$ cat src/rtl/core/homogeneous_vertex_transform_core_assert.svh
// Assertion macros shared by the vertex transform core.
// Needs no package; each macro takes its clock and active-low reset.
`ifndef HOMOGENEOUS_VERTEX_TRANSFORM_CORE_ASSERT_SVH
`define HOMOGENEOUS_VERTEX_TRANSFORM_CORE_ASSERT_SVH

// Condition in the same cycle.
`define HVT_ASSERT_SAME(label, clk, rst_n, ante, cons) \
    label: assert property (@(posedge clk) disable iff (!rst_n) (ante) |-> (cons)) \
        else $error("vertex transform assertion failed");

// Condition in the following cycle.
`define HVT_ASSERT_NEXT(label, clk, rst_n, ante, cons) \
    label: assert property (@(posedge clk) disable iff (!rst_n) (ante) |=> (cons)) \
        else $error("vertex transform assertion failed");

`endif

$ cat src/rtl/core/hvt_pkg.sv
// Shared types and constants of the vertex transform core.
// No dependencies.
package hvt_pkg;

    localparam int COORD_W    = 32;
    localparam int COORD_FRAC = 16;
    localparam int SLOT_W     = 16;
    localparam int NUM_REGS   = 4;
    localparam int ACC_W      = COORD_W + 6;
    localparam int QUO_W      = COORD_W + 1;
    localparam int CFG_DATA_W = 64;
    localparam int CFG_ADDR_W = 5;
    localparam int REG_LSB    = 3;

    typedef logic signed [COORD_W-1:0] coord_t;
    typedef logic signed [ACC_W-1:0]   acc_t;
    typedef acc_t [3:0]                acc_vec_t;
    typedef logic [CFG_DATA_W-1:0]     cfg_word_t;
    typedef cfg_word_t [NUM_REGS-1:0]  cfg_bank_t;

    typedef enum logic [1:0] {
        REG_FROM_X = 2'd0,
        REG_FROM_Y = 2'd1,
        REG_FROM_Z = 2'd2,
        REG_OFFSET = 2'd3
    } reg_idx_t;

    typedef struct packed {
        coord_t in_x;
        coord_t in_y;
        coord_t in_z;
    } vertex_t;

    typedef struct packed {
        coord_t out_x;
        coord_t out_y;
        coord_t out_z;
        logic   w_zero;
        logic   saturated;
    } result_t;

endpackage

$ cat src/rtl/core/hvt_ostage.sv
// Output register with a one-beat skid buffer; drives the pipeline enable.
// Depends on hvt_pkg.
module hvt_ostage import hvt_pkg::*; (
    input  logic    aclk,
    input  logic    aresetn,
    input  logic    in_valid,
    input  result_t in_res,
    input  logic    m_ready,
    output logic    m_valid,
    output result_t m_data,
    output logic    en
);

    logic    out_valid_reg, out_valid_next;
    logic    skid_valid_reg, skid_valid_next;
    result_t out_reg, out_next;
    result_t skid_reg, skid_next;
    logic    push;
    logic    out_take;

    assign en       = !skid_valid_reg;
    assign push     = en && in_valid;
    assign out_take = !out_valid_reg || m_ready;

    always_comb begin
        out_valid_next  = out_valid_reg;
        skid_valid_next = skid_valid_reg;
        out_next        = out_reg;
        skid_next       = skid_reg;
        if (skid_valid_reg) begin
            if (out_take) begin
                out_next        = skid_reg;
                out_valid_next  = 1'b1;
                skid_valid_next = 1'b0;
            end
        end else if (out_take) begin
            out_valid_next = push;
            if (push) begin
                out_next = in_res;
            end
        end else if (push) begin
            // Output is stalled: park the beat leaving the pipeline.
            skid_next       = in_res;
            skid_valid_next = 1'b1;
        end
    end

    always_ff @(posedge aclk) begin
        if (!aresetn) begin
            out_valid_reg  <= 1'b0;
            skid_valid_reg <= 1'b0;
        end else begin
            out_valid_reg  <= out_valid_next;
            skid_valid_reg <= skid_valid_next;
        end
        out_reg  <= out_next;
        skid_reg <= skid_next;
    end

    assign m_valid = out_valid_reg;
    assign m_data  = out_reg;

endmodule

$ cat config.mk
export PLATFORM = sky130hd
export DESIGN_NAME = hvt_ostage
export DESIGN_NICKNAME = d
export VERILOG_FILES = /design/src/rtl/core/homogeneous_vertex_transform_core_assert.svh /design/src/rtl/core/hvt_pkg.sv /design/src/rtl/core/hvt_ostage.sv
export SDC_FILE = /design/constraint.sdc
export NUM_CORES = 1
export LEC_CHECK = 0
export BUFFER_PORTS_ARGS = -buffer_cell sky130_fd_sc_hd__buf_2
export CAP_MARGIN = 5
export CORE_MARGIN = 1
export CORE_UTILIZATION = 52
export DETAILED_ROUTE_END_ITERATION = 8
export PLACE_DENSITY = 0.8
export SYNTH_ARGS = -nofsm -noshare
export SYNTH_HDL_FRONTEND = slang
export SYNTH_SLANG_ARGS = --single-unit
$ cat constraint.sdc
create_clock -name aclk -period 9.4 [get_ports aclk]
set_input_delay 0.47 -clock aclk [delete_from_list [all_inputs] [get_ports aclk]]
set_output_delay 0.47 -clock aclk [all_outputs]
set_load 0.02 [all_outputs]
# Yosys cells after proc, flatten, opt, wreduce, memory -nomap -nowiden
# Cells that the tools add are included.
[word_totals]
regBits = 198
out_inout_bits = 100
word_cells = 32
[op_classes]
muxes = 11
bitwise_logic = 2
reduce_logical = 7
[ops]
columns = ["cell", "count"]
rows = [
  ["$mux 98", 4],
  ["$mux 1", 7],
  ["$reduce_and 3->1", 1],
  ["$logic_not 1->1", 2],
  ["$not 1->1", 2],
  ["$reduce_and 2->1", 1],
  ["$reduce_bool 2->1", 1],
  ["$logic_and 1x1->1", 1],
  ["$logic_or 1x1->1", 1],
]

# Longest topological paths before layout
# Gate-level depths: netlist (run 1).
[logic_depth]
ltp_word = 5
ltp_mapped = 4
ltp_nobuf = 2

# Worst setup path before layout (run 1)
# OpenSTA, ideal clock, no wires.
[synth_path]
path_type = "in2reg"
from = "input port m_ready"
to = "register skid_reg[0] in the netlist's numbering (enable)"
setup_time_ps = 695
arrival_ps = 7803
setup_slack_ps = 902
cell_stages = 2
n_path_buf = 0
path_cell_list = "nand2b_1 nor3b_1"
[synth_between]
elab_chain_len = 3
[synth_lines]
columns = ["element", "line", "rtl"]
rows = [
  ["from (decl)", "hvt_ostage.sv:8", "input logic m_ready,"],
  ["$logic_or 1x1->1", "hvt_ostage.sv:23", "assign out_take = !out_valid_reg || m_ready;"],
  ["$not 1->1 (no source line)", "--", ""],
  ["$reduce_and 3->1 (no source line)", "--", ""],
  ["to (signal assigned)", "hvt_ostage.sv:57", "skid_reg <= skid_next;"],
  ["to (decl)", "hvt_ostage.sv:17", "result_t skid_reg, skid_next;"],
]
# No other way between the ends.
# A chain may end at the register's enable or synchronous reset.

# Worst setup path after layout (run 1)
[layout_path]
from = "register skid_valid_reg"
to = "output port en"
[layout_between]
elab_chain_len = 1
[layout_lines]
columns = ["element", "line", "rtl"]
rows = [
  ["from (decl)", "hvt_ostage.sv:15", "logic skid_valid_reg, skid_valid_next;"],
  ["from (signal assigned)", "hvt_ostage.sv:54", "skid_valid_reg <= skid_valid_next;"],
  ["$logic_not 1->1", "hvt_ostage.sv:21", "assign en = !skid_valid_reg;"],
  ["to (decl)", "hvt_ostage.sv:11", "output logic en"],
]
# No other way between the ends.

==> metrics.md, run 1 <==
| Metric | Value |
|---|---|
| Outcome | `complete, no violations` |
| All-Layer GR Usage | `18.7%` |
| CTS Buf Count | `17` |
| CTS tree | `built` |
| Worst Setup SP | `skid_valid_reg` |
| Vias post-DR | `3,642` |
| Clock latency on the worst-skew pair | `420 ps` |
| Launch point of the worst reg-to-reg path | `skid_valid_reg` |
| Diode count | `0` |
| PortBufs | `201` |
| Area post-placement | `8350 um^2` |
| Relative slew slack | `26.1%` |
| Final period util | `28.8%` |
| Root Driver | `clkbuf_16` |
| Share of layout cells above drive strength 1 | `61.5%` |
| Worst-path clk slew | `70 ps` |
| Final ANT Viol Nets | `0` |
| Die Area | `14,300 um^2` |
| Post-cts hold buffer count | `0` |
| Syn nets | `416` |
| Static Leak | `3.30 nW` |
| Yosys warnings | `0` |
| Synthesized cell area | `7180 um^2` |
| CP Class | `reg -> out` |
| Final GP Congestion | `0.736` |
| Vias in the first global route | `3,619` |
| Total gr overflow | `0` |
| Fillers | `917` |
| VDD IR max | `0.106 mV` |
| Die height | `120 um` |
| CP Max Fanout | `53` |
| Sink Count | `198` |
| Setup bufs post-CTS | `0` |
| Area of the core | `13,300 um^2` |
| Cell Pwr Density | `209 nW/um^2` |
| DRC viols | `0` |
| Inst Count DP | `684` |
| Clk_skew | `6.84 ps` |
| CP Capture Type | `output port` |
| Length of the first detailed-routing pass in iterations | `4` |
| Iter 0 DRT Violations | `291` |
| Post-Place Setup Slack | `6860 ps` |
| Final Instance Area | `8890 um^2` |
| RSZ-0062 raised after global routing | `false` |
| Mapped Cells | `314` |
| Starting density of the core | `53.8%` |
| Type of origin of the critical path | `register` |
| Site Rows | `42` |
| Min-delay worst type | `in -> reg` |
| Worst hold start | `in_res[16]` |
| Routed WL per cell | `18.1 um` |
| Largest net degree at the start of global routing | `84` |
| WHS | `229 ps` |
| Post-synth cell types | `11` |
| Non-Filler Instances | `714` |
| Area Growth Syn to Fin | `23.7%` |
| Clock Path Buffers | `2` |
| Final HPWL DP | `8.16 mm` |
| Fmax | `0.370 GHz` |
| Via density | `5.10` |
| Minimum clock period | `2710 ps` |
| Setup tns final | `0 ps` |
| First-pass GRT wire length | `19.5 mm` |
| Register bit total from synthesis | `198` |
| Data arrival, critical path | `2240 ps` |
| Initial antenna violation count | `0` |
| Max H-tree Level | `4` |
| Syn_area_per_cell | `22.9 um^2` |
| I/O pin count | `202` |
| Width of the die | `120 um` |
| Worst Tran Pin Value | `1110 ps` |
| Final WS setup | `6690 ps` |
| Worst EP required | `8930 ps` |
| Post-CTS Resized | `0` |
| Max cap viols | `0` |
| Nets | `629` |
| Max Slew Vio Count | `0` |
| Seq/Total Area, Yosys | `82.5%` |
| Final hold vios | `0` |
| Post-Route WL | `13.0 mm` |
| Final setup fails | `0` |
[worst paths after layout]
| kind | endpoint | slack, ps | depth (start not counted) |
|---|---|---|---|
| setup reg to reg | m_data[8] | 6880 | 2 |
| hold reg to reg | m_data[21] | 540 | 1 |
| setup / recovery | en | 6690 | 3 |
| hold / removal | skid_reg[16] | 230 | 1 |
[layer usage]
layer / track usage [%] / part of all wire, % / vias to the layer above
met5: 0 / 0 / -
met4: 9.38 / 2.4 / 0
met3: 6.32 / 7.7 / 27
met2: 28.1 / 47 / 165
met1: 24.3 / 43 / 1758
li1: - / - / 1692
[cells in the final DEF (no fill, tap or decap)]
cell and instances:
inv_6 1, o21a_4 1, nor3b_1 1, nor2_1 1
clkbuf_1 3, edfxtp_1 196, dfxtp_1 1, clkinv_1 2
a21boi_0 1, clkinv_2 3, bufinv_16 2, buf_2 201
nor3b_2 1, inv_1 1, dfxtp_4 1, nand2b_1 1
clkinvlp_4 1, clkinv_4 1, mux2_2 98, buf_4 4
clkbuf_16 17
[worst max-delay path: stages, from the launching register on]
cell     delay (ps)
dfxtp_4         780
buf_4           670
inv_1            80
buf_2           180
[logic make-up (layout without fill, tap and decap cells)]
kind of cell,after synthesis,in the layout,share of synthesized area [%]
AOI/OAI and AO/OA,2,2,0.209
and+or+nand+nor,4,4,0.348
DFF,198,198,82.5
buffers and inverters,12,236,1.60
muxes,98,98,15.4
[power breakdown]
| part | internal [mW] | switching [mW] |
|---|---|---|
| Combinational | 0.0558 | 0.0864 |
| Clock | 0.387 | 0.296 |
| Sequential | 1.02 | 0.0113 |
[cells in the mapped netlist, drive strengths merged]
master | instances | area share (%)
a21boi | 1 | 0.10
mux2 | 98 | 15
o21a | 1 | 0.10
nor2 | 1 | 0.052
edfxtp | 196 | 82
dfxtp | 2 | 0.56
nand2b | 1 | 0.087
buf | 11 | 1.6
inv | 1 | 0.052
nor3b | 2 | 0.21
[cell type report]
cell class	count	area, um^2	area share (%)
multi-input combinational	104	1160	13.0
clock buffer	20	437	4.91
clock inverter	10	108	1.21
sequential	198	5930	66.7
inverter	1	3.75	0.0422
tap	176	220	2.48
timing repair buffer	205	1040	11.7
[per-stage QoR]
step	power, mW	util, %
floorplan	1.13	-
global placement	1.19	62.5
detailed placement	1.19	62.5
CTS	1.87	66.6
global route	1.91	66.6
finish	1.86	66.6
(Power assumes the default switching activity.)
==> inputs of run 2 (changes only) <==
- ABC_AREA: not set -> 1
- CORE_UTILIZATION: 52 -> 47
- PLACE_DENSITY: 0.8 -> 0.76
- clock period: 9.4 -> 2.48 ns (I/O delays scaled with it)
==> run 2 against run 1 <==
  * The flow now finishes with violations (DRC)
  * Clock power rose to 3.5 times the previous value
  * Non-clock buffer count is 105 higher
  * Flip-flop and latch count unchanged
  * Global-route usage increased by 2.3 points
  * Combinational power grew to 5.0 times the previous value
  * Core utilization up 0.91 points
  * Worst hold slack lost 170 ps
  * Synthesized cell count is 67% higher
  * Critical path depth is the same
==> metrics.md, run 2 <==
| Metric | Value |
|---|---|
| Worst hold start | `m_ready (was in_res[16])` |
| Final Power | `7.03 mW (was 1.86 mW)` |
| CTS tree | `built (unchanged)` |
| Worst-path clk slew | `60 ps (was 70 ps)` |
| Iter 0 DRT Violations | `339 (was 291)` |
| CP Capture Type | `output port (unchanged)` |
| Top post-synthesis cells by area | `edfxtp_1 (82%), nand2_1 (15%), buf_2 (0.70%), dfxtp_1 (0.56%), buf_4 (0.42%) (was edfxtp_1 (82%), mux2_2 (15%), buf_6 (1.4%), dfxtp_1 (0.56%), nor3b_1 (0.21%))` |
| Vias post-DR | `4,974 (was 3,642)` |
| Crit path max-delay family | `buffers and inverters (unchanged)` |
| Max cap viols | `0 (unchanged)` |
| RSZ-0062 raised after global routing | `false (unchanged)` |
| CP Class | `reg -> out (unchanged)` |
| Path length in cells of the critical path | `3 (unchanged)` |
| Mapped Cells | `523 (was 314)` |
| Inst Count DP | `895 (was 684)` |
| Failing checks | `DRC` |
| Worst Hold End | `skid_valid_reg (was skid_reg[16])` |
| R2R Path End | `m_valid (was m_data[8])` |
| Minimum clock period | `1900 ps` |
| Final GP Congestion | `0.740 (was 0.736)` |
| Site Rows | `44 (was 42)` |
| Relative slew slack | `53.0% (was 26.1%)` |
| Min-Delay Path Depth | `4 (was 1)` |
| Clk_skew | `7.68 ps (was 6.84 ps)` |
| Post-CTS Resized | `0 (unchanged)` |
| Die height | `126 um (was 120 um)` |
| Nets | `933 (was 629)` |
| Seq/Total Area, Yosys | `82.6% (was 82.5%)` |
| Initial antenna violation count | `0 (unchanged)` |
| Routed WL per cell | `15.7 um (was 18.1 um)` |
| Syn nets | `625 (was 416)` |
| Post-synth EDFFs | `196 (unchanged)` |
| Buf/Inv on CP | `3 (unchanged)` |
| Die Area | `15,800 um^2 (was 14,300 um^2)` |
| Slowest stage delay, CP | `570 ps (was 780 ps)` |
| Clock latency on the worst-skew pair | `420 ps (about the same)` |
| Starting density of the core | `48.8% (was 53.8%)` |
| DRC viols | `13 (was 0)` |
| Flop2flop setup slack | `590 ps (was 6880 ps)` |
| WHS | `54.0 ps (was 229 ps)` |
| Vias in the first global route | `5,121 (was 3,619)` |
| Final Instance Area | `9920 um^2 (was 8890 um^2)` |
| Fmax | `0.525 GHz` |
| Data arrival, critical path | `1780 ps (was 2240 ps)` |
| Non-Filler Instances | `1,027 (was 714)` |
| Post-synth ARST share | `0% (unchanged)` |
| All-Layer GR Usage | `20.9% (was 18.7%)` |
| Synth area leader | `edfxtp_1 (unchanged)` |
| Fillers | `972 (was 917)` |
| Cell with the most instances after synthesis | `nand2_1 (was edfxtp_1)` |
| Clock Path Buffers | `2 (unchanged)` |
| Post-synth cell types | `12 (was 11)` |
| Worst path cell trace | `clkinv_2, buf_4, buf_2 (was buf_4, inv_1, buf_2)` |
| Setup bufs post-CTS | `0 (unchanged)` |
| Main synth FF type | `edfxtp_1 (unchanged)` |
| I/O pin count | `202 (unchanged)` |
| Synthesized cell area | `7180 um^2 (about the same)` |
| Yosys warnings | `0 (unchanged)` |
| Root Driver | `clkbuf_16 (unchanged)` |
| Outcome | `complete, but fails checks (was complete, no violations)` |
| Final HPWL DP | `8.98 mm (was 8.16 mm)` |
| VDD IR max | `0.518 mV (was 0.106 mV)` |
| Worst Tran Pin Value | `705 ps (was 1110 ps)` |
| CTS Buf Count | `17 (unchanged)` |
| Post-Route WL | `16.1 mm (was 13.0 mm)` |
| Cell Pwr Density | `708 nW/um^2 (was 209 nW/um^2)` |
| Share of layout cells above drive strength 1 | `28.5% (was 61.5%)` |
| Min-delay worst type | `in -> reg (unchanged)` |
| Final ANT Viol Nets | `0 (unchanged)` |
| Largest net degree at the start of global routing | `68 (was 84)` |
| Worst path slowest cell | `buf_4 (was dfxtp_4)` |
| Area Growth Syn to Fin | `38.2% (was 23.7%)` |
| Worst EP required | `2360 ps (was 8930 ps)` |
| Total gr overflow | `0 (unchanged)` |
| Area of the core | `14,700 um^2 (was 13,300 um^2)` |
| Via density | `4.84 (was 5.10)` |
| Diode count | `0 (unchanged)` |
| Most common cell after layout, fill and taps aside | `nand2_1 (was buf_2)` |
| First-pass GRT wire length | `25.0 mm (was 19.5 mm)` |
| Most frequent cells in the layout | `nand2_1 (295), buf_2 (201), edfxtp_1 (196), dlygate4sd3_1 (101), clkbuf_16 (17) (was buf_2 (201), edfxtp_1 (196), mux2_2 (98), clkbuf_16 (17), buf_4 (4))` |
| Static Leak | `4.21 nW (was 3.30 nW)` |
| Final period util | `76.7%` |
| Final hold vios | `0 (unchanged)` |
| Length of the first detailed-routing pass in iterations | `7 (was 4)` |
| Sink Count | `198 (unchanged)` |
| Syn_area_per_cell | `13.7 um^2 (was 22.9 um^2)` |
| Register bit total from synthesis | `198 (unchanged)` |
| Synth top area share | `82.0% (was 81.9%)` |
| PortBufs | `201 (unchanged)` |
| Post-synth top cells | `nand2_1 (295), edfxtp_1 (196), buf_2 (10), clkbuf_1 (7), buf_4 (4) (was edfxtp_1 (196), mux2_2 (98), buf_6 (9))` |
| Final setup fails | `0 (unchanged)` |
| Launch point of the worst reg-to-reg path | `skid_valid_reg (unchanged)` |
| Width of the die | `126 um (was 120 um)` |
| R2R depth | `4 (was 2)` |
| Post-cts hold buffer count | `101 (was 0)` |
| CP Max Fanout | `67 (was 53)` |
| Type of origin of the critical path | `register (unchanged)` |
| Max Slew Vio Count | `0 (unchanged)` |
| Area post-placement | `8410 um^2 (was 8350 um^2)` |
| Max H-tree Level | `4 (unchanged)` |
## run 2: cell types whose count changed after synthesis, sizes merged, moves of 2 or more
cell,change
nand2,+295
mux2,-98
clkbuf,+7
buf,+3
nand3,+2
nor2,+2
nor3b,-2
## run 2: logic make-up (layout without fill, tap and decap cells)
family	Yosys count	after routing	share of synthesized area, %
AOI/OAI and AO/OA	2	2	0.139
DFF	198	198	82.6
buffers and inverters	23	343	1.59
and+or+nand+nor	300	300	15.7
## run 2: how the worst max path moves through the flow
stage	end	slack, ps	startpoint
6_report	en	580	skid_valid_reg
5_1_grt	m_valid	440	skid_valid_reg
4_1_cts	en	540	skid_valid_reg
3_5_place_dp	skid_reg[42]	870	m_ready
3_3_place_gp	skid_reg[38]	940	m_ready
2_1_floorplan	m_data[0]	-40	skid_valid_reg
## run 2: metrics by stage
stage          setup slack [ps]  util, %  TNS, ps
3_3_place_gp                943     57.2        0
2_1_floorplan             -39.9        -    -3910
5_1_grt                     436     67.5        0
4_1_cts                     544     67.5        0
6_report                    577     67.5        0
3_5_place_dp                871     57.2        0
## run 2: layer usage
metal	global-route usage (%)	routed length, um	up-vias
li1	-	-	2387
met1	25.0	6510	2357
met2	36.1	8390	200
met3	4.79	873	30
met4	9.83	321	0
met5	0	0	-
## run 2: final cells by class
cell class	count	area, um^2	area share, %
flip-flops and latches	198	5930	59.8
inverters	2	8.76	0.0883
clock inverters	11	62.6	0.630
clock buffers	20	437	4.40
repair buffers	310	2090	21.1
multi-input cells	302	1160	11.7
well taps	184	230	2.32
## run 2: report_power, final
group          internal [mW]  leakage (nW)  switching (mW)  total (mW)
combinational          0.290          2.11           0.424       0.714
clock                   1.26         0.238            1.12        2.38
sequential              3.88          1.86          0.0494        3.93
## run 2: worst register-to-register path, cell delays in order, from the launching register on
cell	delay, ps
dfxtp_4	480
buf_4	500
o21ai_0	210
dlygate4sd3_1	590
nand2_1	60
