===== config.mk =====
export PLATFORM = sky130hd
export DESIGN_NAME = hvt_cfg
export DESIGN_NICKNAME = d
export VERILOG_FILES = /design/src/rtl/core/homogeneous_vertex_transform_core_assert.svh /design/src/rtl/core/hvt_pkg.sv /design/src/rtl/core/hvt_cfg.sv
export SDC_FILE = /design/constraint.sdc
export NUM_CORES = 1
export LEC_CHECK = 0
export BUFFER_PORTS_ARGS = -buffer_cell sky130_fd_sc_hd__buf_2
export CAP_MARGIN = 15
export CORE_AREA = 5 5 152 154
export CTS_BUF_LIST = sky130_fd_sc_hd__clkbuf_16
export CTS_CLUSTER_SIZE = 8
export DETAILED_ROUTE_END_ITERATION = 10
export DIE_AREA = 0 0 157 159
export PLACE_DENSITY = 0.82
export SYNTH_ARGS = -nofsm -noshare
export SYNTH_HDL_FRONTEND = slang
export SYNTH_SLANG_ARGS = --single-unit

===== constraint.sdc =====
create_clock -name aclk -period 2.1 [get_ports aclk]
set_input_delay 0.105 -clock aclk [delete_from_list [all_inputs] [get_ports aclk]]
set_output_delay 0.105 -clock aclk [all_outputs]
set_load 0.02 [all_outputs]

===== src/rtl/core/homogeneous_vertex_transform_core_assert.svh =====
// Assertion macros shared by the vertex transform core.
// Needs no package; each macro takes its clock and active-low reset.
`ifndef HOMOGENEOUS_VERTEX_TRANSFORM_CORE_ASSERT_SVH
`define HOMOGENEOUS_VERTEX_TRANSFORM_CORE_ASSERT_SVH

// Condition in the same cycle.
`define HVT_ASSERT_SAME(label, clk, rst_n, ante, cons) \
    label: assert property (@(posedge clk) disable iff (!rst_n) (ante) |-> (cons)) \
        else $error("vertex transform assertion failed");

// Condition in the following cycle.
`define HVT_ASSERT_NEXT(label, clk, rst_n, ante, cons) \
    label: assert property (@(posedge clk) disable iff (!rst_n) (ante) |=> (cons)) \
        else $error("vertex transform assertion failed");

`endif


===== src/rtl/core/hvt_pkg.sv =====
// Shared types and constants of the vertex transform core.
// No dependencies.
package hvt_pkg;

    localparam int COORD_W    = 32;
    localparam int COORD_FRAC = 16;
    localparam int SLOT_W     = 16;
    localparam int NUM_REGS   = 4;
    localparam int ACC_W      = COORD_W + 6;
    localparam int QUO_W      = COORD_W + 1;
    localparam int CFG_DATA_W = 64;
    localparam int CFG_ADDR_W = 5;
    localparam int REG_LSB    = 3;

    typedef logic signed [COORD_W-1:0] coord_t;
    typedef logic signed [ACC_W-1:0]   acc_t;
    typedef acc_t [3:0]                acc_vec_t;
    typedef logic [CFG_DATA_W-1:0]     cfg_word_t;
    typedef cfg_word_t [NUM_REGS-1:0]  cfg_bank_t;

    typedef enum logic [1:0] {
        REG_FROM_X = 2'd0,
        REG_FROM_Y = 2'd1,
        REG_FROM_Z = 2'd2,
        REG_OFFSET = 2'd3
    } reg_idx_t;

    typedef struct packed {
        coord_t in_x;
        coord_t in_y;
        coord_t in_z;
    } vertex_t;

    typedef struct packed {
        coord_t out_x;
        coord_t out_y;
        coord_t out_z;
        logic   w_zero;
        logic   saturated;
    } result_t;

endpackage


===== src/rtl/core/hvt_cfg.sv =====
// Matrix register bank behind the APB-style configuration port.
// Depends on hvt_pkg.
module hvt_cfg import hvt_pkg::*; #(
    parameter int COEFF_WIDTH = 16
) (
    input  logic                  aclk,
    input  logic                  aresetn,
    input  logic                  psel,
    input  logic                  penable,
    input  logic                  pwrite,
    input  logic [CFG_ADDR_W-1:0] paddr,
    input  logic [CFG_DATA_W-1:0] pwdata,
    output logic [CFG_DATA_W-1:0] prdata,
    output logic                  pready,
    output cfg_bank_t             coeffs
);

    localparam int KF = COEFF_WIDTH - 4;

    cfg_bank_t regs_reg;
    cfg_bank_t regs_next;
    reg_idx_t  idx;

    // Unity coefficient placed in the given slot.
    function automatic cfg_word_t unity(input reg_idx_t slot);
        return CFG_DATA_W'(1) << (SLOT_W * int'(slot) + KF);
    endfunction

    assign idx    = reg_idx_t'(paddr[CFG_ADDR_W-1:REG_LSB]);
    assign pready = 1'b1;
    assign prdata = regs_reg[idx];
    assign coeffs = regs_reg;

    always_comb begin
        regs_next = regs_reg;
        if (psel && penable && pwrite) begin
            regs_next[idx] = pwdata;
        end
    end

    always_ff @(posedge aclk) begin
        if (!aresetn) begin
            regs_reg[REG_FROM_X] <= unity(REG_FROM_X);
            regs_reg[REG_FROM_Y] <= unity(REG_FROM_Y);
            regs_reg[REG_FROM_Z] <= unity(REG_FROM_Z);
            regs_reg[REG_OFFSET] <= unity(REG_OFFSET);
        end else begin
            regs_reg <= regs_next;
        end
    end

endmodule


Yosys cells after proc, flatten, opt, wreduce, memory -nomap -nowiden
Index checks and enable logic that the tools add are counted.
{ "totals": {"register_bits": 256, "in_bits": 74, "wordCells": 14} }
{ "classes": {"magnitude_cmp": 2, "n_mux": 5, "n_reduce_logical": 3} }
{ "ops": {"columns": ["operator", "n"], "rows": [
  ["bitwise mux 256 bit", 1],
  ["binary-select mux 64 bit (select 2 bit)", 1],
  ["demux 64 bit (select 2 bit)", 1],
  ["2-to-1 mux 64 bit", 2],
  ["logical AND 1 bit", 3],
  ["less-than comparator 2 x 3 -> 1 bit, second input constant", 1],
  [">= comparator 2 x 1 -> 1 bit, second input constant", 1]
]} }

Logic depth before layout (Yosys ltp)
Gate-level depths: netlist of the first run.
{ "logic_depth": {"ltp_word": 5, "ltp_mapped": 6, "depth_no_buf": 3} }

Worst setup path after synthesis of the first run
No wires, ideal clock.
{ "synth_path": {"path_type": "input-to-output", "start": "input port paddr[4]", "end": "output port prdata[24]", "arrival_time_ns": 1.177, "required_time_ns": 1.995, "path_slack_ns": 0.818, "path_stages": 4, "n_path_buf": 3, "path_cell_list": "buf_4 -> buf_2 -> clkbuf_1 -> mux4_2"} }
{ "synth_via": {"elab_chain_len": 2} }
{ "synth_rtl": {"columns": ["item", "line", "rtl"], "rows": [
  ["from (decl)", "hvt_cfg.sv:11", "input logic [CFG_ADDR_W-1:0] paddr,"],
  ["binary-select mux 64 bit (select 2 bit)", "hvt_cfg.sv:31", "assign prdata = regs_reg[idx];"],
  ["2-to-1 mux 64 bit (not written as such)", "hvt_cfg.sv:31", null],
  ["to (decl)", "hvt_cfg.sv:13", "output logic [CFG_DATA_W-1:0] prdata,"]
]} }
No other way between the ends. The select of a mux whose other input is x is not followed.

Worst setup path in the final report of the first run
{ "layout_path": {"start": "register regs_reg, in the netlist coeffs[243]", "end": "output port prdata[51]"} }
{ "layout_via": {"elab_chain_len": 2} }
{ "layout_rtl": {"columns": ["item", "line", "rtl"], "rows": [
  ["from (decl)", "hvt_cfg.sv:20", "cfg_bank_t regs_reg;"],
  ["from (signal, indexed assignment)", "hvt_cfg.sv:43", "regs_reg[REG_FROM_X] <= unity(REG_FROM_X);"],
  ["from (signal, indexed assignment)", "hvt_cfg.sv:44", "regs_reg[REG_FROM_Y] <= unity(REG_FROM_Y);"],
  ["from (signal, indexed assignment)", "hvt_cfg.sv:45", "regs_reg[REG_FROM_Z] <= unity(REG_FROM_Z);"],
  ["binary-select mux 64 bit (select 2 bit)", "hvt_cfg.sv:31", null],
  ["2-to-1 mux 64 bit (not written as such)", "hvt_cfg.sv:31", null]
]} }
No other way between the ends. The select of a mux whose other input is x is not followed.

==> results summary, run 1 <==
The run finished with clean final reports. The number of distinct library cells after synthesis is 23. The estimated wirelength of the detail-placed design is 22810 um. The routability congestion estimate came out at 0.8586. STA puts the critical path data arrival time at 1.54 ns. The number of search-and-repair iterations in the first detailed-routing pass is 5.

The worst setup path is launched from a register. TritonCTS built the clock tree. The Yosys warning count is 0. The most common cell in the synthesized netlist is sky130_fd_sc_hd__nand2_1. For this design the ratio of total power to cell area is 765.1 nW/um^2.

The wire length per cell is 20.05 um. The fraction of registers with async set or reset after synthesis is 0. The floorplan step defined a die boundary enclosing 24960 sq um. The post-synth net total is 1062. The cell row count came out at 54. No sink is reached through more buffers than the 3 on the longest clock path.

Setup repair after global routing left no endpoint under its margin. The type of the tightest min-delay check is in2reg. The number of setup buffers added after CTS is 0. The later-pin clock latency in the skew report is 0.49 ns. The number of levels the H-tree was split into came out at 2.

Counting flops and latches in the post-synthesis netlist gives 256. The initial antenna violation count is 2. The total negative setup slack came out at 0 ns. The critical path in this run is classified as reg2out. The number of synthesized flops with an enable pin came out at 0. The number of endpoints failing setup at the final stage is 0.

The via count of the first global-routing pass was 9856. Across the VDD grid, the largest voltage drop is 0.0004571 V. The synthesized design spends more area on one cell type than any other, namely sky130_fd_sc_hd__dfxtp_1. The largest fanout on the critical path is 3. The shortest period the worst path allows is 1.650 ns. The tree is rooted in a sky130_fd_sc_hd__clkbuf_16. The filler cell count came out at 1531.

The area occupied by multi-input gates is 5293 sq um. For this run, the top clock speed supported by timing is 0.6061 GHz. At the pin with the least slew margin, the transition time is 0.8148 ns.

The remaining max-slew budget at the tightest pin is 0.4568. The port buffer count came out at 390. The synthesis-to-layout area growth came out at 35.59%. In the final layout, flip-flops and latches occupy 5125 sq um.

The share of post-route cells with drive strength above 1 is 0.3662. The hold violation total from the final report came out at 0. The worst setup path is captured at an output pin. The number of cells produced by synthesis came out at 988. The total overflow reported by the global router is 0. The worst hold slack came out at 0.04471 ns. The wire length of the first global-routing pass is 53510 um.

The total clock sinks came out at 256. The starting DRC count in detailed routing is 591. In this run the vertical extent of the chip is 159 um.

The clock buffer count from CTS came out at 38. The final period utilization is 0.7856. The most used flip-flop cell after synthesis is sky130_fd_sc_hd__dfxtp_1. The count of nets left with antenna violations once routing finished came out at 0. The commonest cells after synthesis are sky130_fd_sc_hd__nand2_1, sky130_fd_sc_hd__dfxtp_1, sky130_fd_sc_hd__mux2i_1, sky130_fd_sc_hd__mux4_2, sky130_fd_sc_hd__clkbuf_1.

Summing every instance area after synthesis gives 10840 sq um. The required time of the worst setup path is 2.00 ns. Entering global routing, the biggest net connects 78 pins. In the routed layout, each cell is associated on average with a via count of 5.514. At the end of the flow, the number of nets in the layout was 1498. A synthesized cell averages 10.98 sq um. The register with the most flip-flops in the layout has 256 of them. The cts-stage hold buffer count is 64.

The starting density of the core came out at 0.5031. Ranked by total cell area, the synthesized netlist is headed by sky130_fd_sc_hd__dfxtp_1, sky130_fd_sc_hd__mux2i_1, sky130_fd_sc_hd__mux4_2, sky130_fd_sc_hd__nand2_1, sky130_fd_sc_hd__buf_4. The final routed wirelength across all metal layers is 34280 um. The total via count after detailed routing came out at 9429. After clock tree synthesis, the repair step resized 0 gates.

Across every metal layer, demand over resource in global routing totals 0.2645. The portion of the post-synthesis area used by sequential elements came out at 0.4726. The die boundary width came out at 157 um.

The leakage component of the power came out at 6.942 nW. The placeable core area came out at 21550 sq um. The final clock skew is 0 ns.

The number of ports placed on the die boundary came out at 395. The max-slew violation count is 0. The number of design rule violations left after detail routing came out at 0.

The number of violations of the max-capacitance limit came out at 0. Of the post-synthesis cell area, the dominant cell type holds 0.4726. The clock transition at the registers of the reported paths is 0.05 ns.
-- per-stage QoR --
step                area, sq um  cells  power, mW  worst slack (ns)    util
floorplan                 10840    988      5.582            0.8178       -
global placement          13020   1600      5.847            0.4126  0.6039
detailed placement        13020   1600      5.862            0.3854  0.6039
CTS                       14700   1708      11.34            0.4305  0.6820
global route              14700   1710      11.64            0.4016  0.6822
finish                    14700   1710      11.25            0.4502  0.6822
-- kinds of logic (layout without fill, tap and decap cells) --
| logic type | after synthesis | after routing | synth area share |
|---|---|---|---|
| flip-flops | 256 | 256 | 0.4726 |
| buffers and inverters | 82 | 522 | 0.04142 |
| AO/OA/AOI/OAI | 4 | 4 | 0.002423 |
| AND/OR/NAND/NOR | 327 | 327 | 0.1158 |
| other | 1 | 3 | 0.0003458 |
| multiplexers | 318 | 318 | 0.3674 |
-- metal layers --
layer / up-vias / global-route usage / wire length (um)
met5: - / 0 / 0
met4: 0 / 0.1270 / 1574
met3: 114 / 0.05844 / 2780
met2: 467 / 0.4522 / 17040
met1: 4585 / 0.3131 / 12890
li1: 4263 / - / -
-- power by group --
group | total, mW | internal, mW | leakage [nW] | switching, mW
sequential | 4.99 | 4.93 | 2.07 | 0.0538
clock | 5.38 | 3.40 | 0.520 | 1.98
combinational | 0.887 | 0.370 | 4.36 | 0.517
total | 11.3 | 8.70 | 6.94 | 2.55
-- cell usage in the layout, fill, tap and decap left out --
master	count
sky130_fd_sc_hd__buf_12	9
sky130_fd_sc_hd__buf_2	387
sky130_fd_sc_hd__buf_4	14
sky130_fd_sc_hd__buf_8	1
sky130_fd_sc_hd__clkbuf_16	41
sky130_fd_sc_hd__clkinv_4	1
sky130_fd_sc_hd__conb_1	1
sky130_fd_sc_hd__dfxtp_1	256
sky130_fd_sc_hd__diode_2	2
sky130_fd_sc_hd__dlygate4sd3_1	64
sky130_fd_sc_hd__inv_1	4
sky130_fd_sc_hd__inv_2	1
sky130_fd_sc_hd__mux2i_1	254
sky130_fd_sc_hd__mux4_2	64
sky130_fd_sc_hd__nand2_1	316
sky130_fd_sc_hd__nand3_1	1
sky130_fd_sc_hd__nand4_2	1
sky130_fd_sc_hd__nor2_4	2
sky130_fd_sc_hd__nor2b_1	4
sky130_fd_sc_hd__nor3_2	1
sky130_fd_sc_hd__o211ai_1	1
sky130_fd_sc_hd__o21ai_0	2
sky130_fd_sc_hd__o311ai_0	1
sky130_fd_sc_hd__or2_1	1
sky130_fd_sc_hd__or3_4	1
-- path summary, 6_finish.rpt --
| kind | depth (start not counted) | slack, ns | start | to |
|---|---|---|---|---|
| hold / removal | 3 | 0.04 | aresetn | coeffs[212] |
| hold reg to reg | 2 | 0.47 | coeffs[127] | coeffs[127] |
| setup / recovery | 2 | 0.45 | coeffs[243] | prdata[51] |
| setup reg to reg | 2 | 1.39 | coeffs[92] | coeffs[92] |
-- area by class of cell --
type / instances / area share
multi-input cells: 650 / 0.3599
diodes: 2 / 0.0003404
clock inverters: 3 / 0.001106
repair buffers: 475 / 0.1957
clock buffers: 41 / 0.06978
well taps: 280 / 0.02383
flip-flops and latches: 256 / 0.3485
inverters: 3 / 0.0007658
-- critical path, stage by stage (launching register included) --
cell and delay [ns]:
sky130_fd_sc_hd__dfxtp_1 0.36, sky130_fd_sc_hd__mux4_2 0.52, sky130_fd_sc_hd__buf_2 0.18
No activity file was read; power rests on OpenSTA's default activity.
==> inputs of run 2 (changes only) <==
Settings changed: CORE_AREA 5 5 152 154 to default, CORE_MARGIN from default to 5, CORE_UTILIZATION from default to 50, DIE_AREA 0 0 157 159 to default.
Clock period 2.1 ns to 1.7 ns, I/O delays scaled along.
==> results summary, run 2 (same netlist as run 1, synthesis figures left out) <==
The number of endpoints failing setup at the final stage came out at 0 (unchanged). The final period utilization came out at 0.9417. The all-layer global routing usage came out at 0.2672 (+0.002698).

The number of design rule violations left after detail routing is 0 (unchanged). The slew of the pin with the lowest slew margin is 0.8260 ns (+0.01118 ns). The share of post-route cells with drive strength above 1 came out at 0.3738 (+0.007540). The synthesis-to-layout area growth came out at 37.13%. The buffer type at the clock tree root is sky130_fd_sc_hd__clkbuf_16. The met2 layer usage reported by global route came out at 0.4861 (+0.03387). The largest fanout on the critical path is 3 (unchanged). The leakage component of the power is 7.031 nW (+1.3%). STA classifies the critical path endpoint as an output pin. The maximum root-to-sink buffer count is 3 (unchanged). The flow ran to the end, and the final reports show no timing, DRC or antenna violations. The met1 demand-to-capacity share in global routing is 0.2949 (-0.01811). The hold violation total from the final report came to 0 (unchanged). The worst setup path is of the reg2out kind. The number of violations of the max-capacitance limit is 0 (unchanged). The wire length of the first global-routing pass is 53090 um (-0.79%). The full die area is 24730 sq um (-0.92%). The starting DRC count in detailed routing is 627 (+6.1%). The routability congestion estimate came out at 0.8610 (+0.28%). The number of ports placed on the die boundary is 395 (unchanged).

The met3 track demand over resource in global routing came out at 0.05884 (+0.0003999). The final instance area is 14870 sq um (+1.1%). The number of search-and-repair iterations in the first detailed-routing pass is 5 (unchanged).

The via count of the first global-routing pass is 10169 (+3.2%). The clock buffer count from CTS came out at 37 (-2.6%). Leaving out fill and tap cells, the most frequent cell in the layout is sky130_fd_sc_hd__buf_2. The worst path arrival time came out at 1.52 ns (-0.02 ns). The later-pin clock latency in the skew report came out at 0.48 ns (about the same). The starting density of the core is 0.5110 (+0.007891).

The net total in the final layout is 1515 (+1.1%). The final clock skew came out at 0 ns (unchanged). In this run the most used layer during global routing was met2. The worst setup path is launched from a register.

The required time of the worst setup path came to 1.62 ns (-0.38 ns). The post-detailed-placement cell area came out at 13250 sq um (+1.8%). The total via count after detailed routing is 9603 (+1.8%). The wire length per cell was 20.10 um (+0.28%).

The cell row count is 53 (-1.9%). The count of cells resized by post-cts repair is 0 (unchanged). The max-slew violation count is 0 (unchanged).

The top cell types in the final layout, fill and taps aside, are sky130_fd_sc_hd__buf_2, sky130_fd_sc_hd__nand2_1, sky130_fd_sc_hd__dfxtp_1. The number of flip-flops in the largest register is 256 (unchanged). The power density normalized to cell area is 917.9 nW/um^2 (+20%). The clock transition at the registers of the reported paths came out at 0.05 ns (about the same). The maximum frequency from static timing analysis is 0.6247 GHz. The initial antenna violation count is 0 (-2). The number of levels the H-tree was split into came out at 2 (unchanged). Setup repair after global routing left no endpoint under its margin.

The die boundary width came out at 157.3 um (+0.17%). The port buffer count came out at 390 (unchanged). The maximum vdd drop was 0.0005851 V (+28%). The detailed-route vias per instance is 5.593 (+1.4%). The number of antenna repair diodes came out at 0 (-2). The total clock sinks came out at 256 (unchanged). The estimated wirelength of the detail-placed design is 23350 um (+2.3%). The worst hold path belongs to the class in2reg. The total negative setup slack was 0 ns (unchanged). The remaining antenna violation count was 0 (unchanged). The placeable core area is 21220 sq um (-1.5%).

The shortest period the worst path allows is 1.601 ns. The chip height came to 157.3 um (-1.1%). TritonCTS built the clock tree.

The remaining max-slew budget at the tightest pin is 0.4493 (-0.007452). The total overflow reported by the global router came out at 0 (unchanged). The largest net degree at the start of global routing is 58 (-26%). The final routed wirelength across all metal layers was 34520 um (+0.69%).
## run 2: cell types whose count changed in the layout (fill, tap and decap cells not counted), sizes merged
cell	delta
buf	+18
clkbuf	-2
diode	-2
clkinv	-1
inv	-1
## run 2: final cells by class
cell class | count | area, sq um
Sequential cell | 256 | 5125
Multi-Input combinational cell | 650 | 5293
Clock buffer | 39 | 975.9
Fill cell | 1477 | 6350
Clock inverter | 1 | 8.758
Inverter | 3 | 11.26
Timing Repair Buffer | 493 | 3113
Tap cell | 275 | 344.1
## run 2: metrics by stage
stage | total power [mW] | util | setup slack (ns) | instances | hold WS (ns)
2_1_floorplan | 6.895 | - | 0.4578 | 988 | 0.2454
3_3_place_gp | 7.262 | 0.6242 | 0.2364 | 1613 | 0.3679
3_5_place_dp | 7.284 | 0.6242 | 0.1977 | 1613 | 0.3849
4_1_cts | 13.73 | 0.7008 | 0.08391 | 1717 | 0.02400
5_1_grt | 14.11 | 0.7008 | 0.06951 | 1717 | 0.06722
6_report | 13.65 | 0.7008 | 0.09910 | 1717 | 0.04677
## run 2: repair_timing
action | CTS | global route
hold endpoints to repair | 255 | 0
setup buffers | 0 | 0
hold buffers | 64 | 0
## run 2: report_power, final
part	leakage [nW]	internal (mW)	total, mW	switching (mW)
logic	4.48	0.495	1.14	0.648
clock network	0.485	3.99	6.34	2.35
registers	2.07	6.10	6.17	0.0692
## run 2: final timing paths
kind | from | to | slack, ns | cells past startpoint
min | aresetn | coeffs[25] | 0.05 | 3
min reg2reg | coeffs[52] | coeffs[52] | 0.47 | 2
max reg2reg | coeffs[190] | coeffs[190] | 0.98 | 2
max | coeffs[224] | prdata[32] | 0.1 | 2
## run 2: layer usage
layer	vias to the layer above	part of all wire	wire length [um]
met1	4651	0.35	12200
met5	-	0	0
met2	541	0.52	17910
met4	0	0.040	1377
li1	4287	-	-
met3	124	0.088	3030
## run 2: critical path, stage by stage (launching register included)
cell	delay, ns
sky130_fd_sc_hd__dfxtp_1	0.34
sky130_fd_sc_hd__mux4_2	0.50
sky130_fd_sc_hd__buf_2	0.19
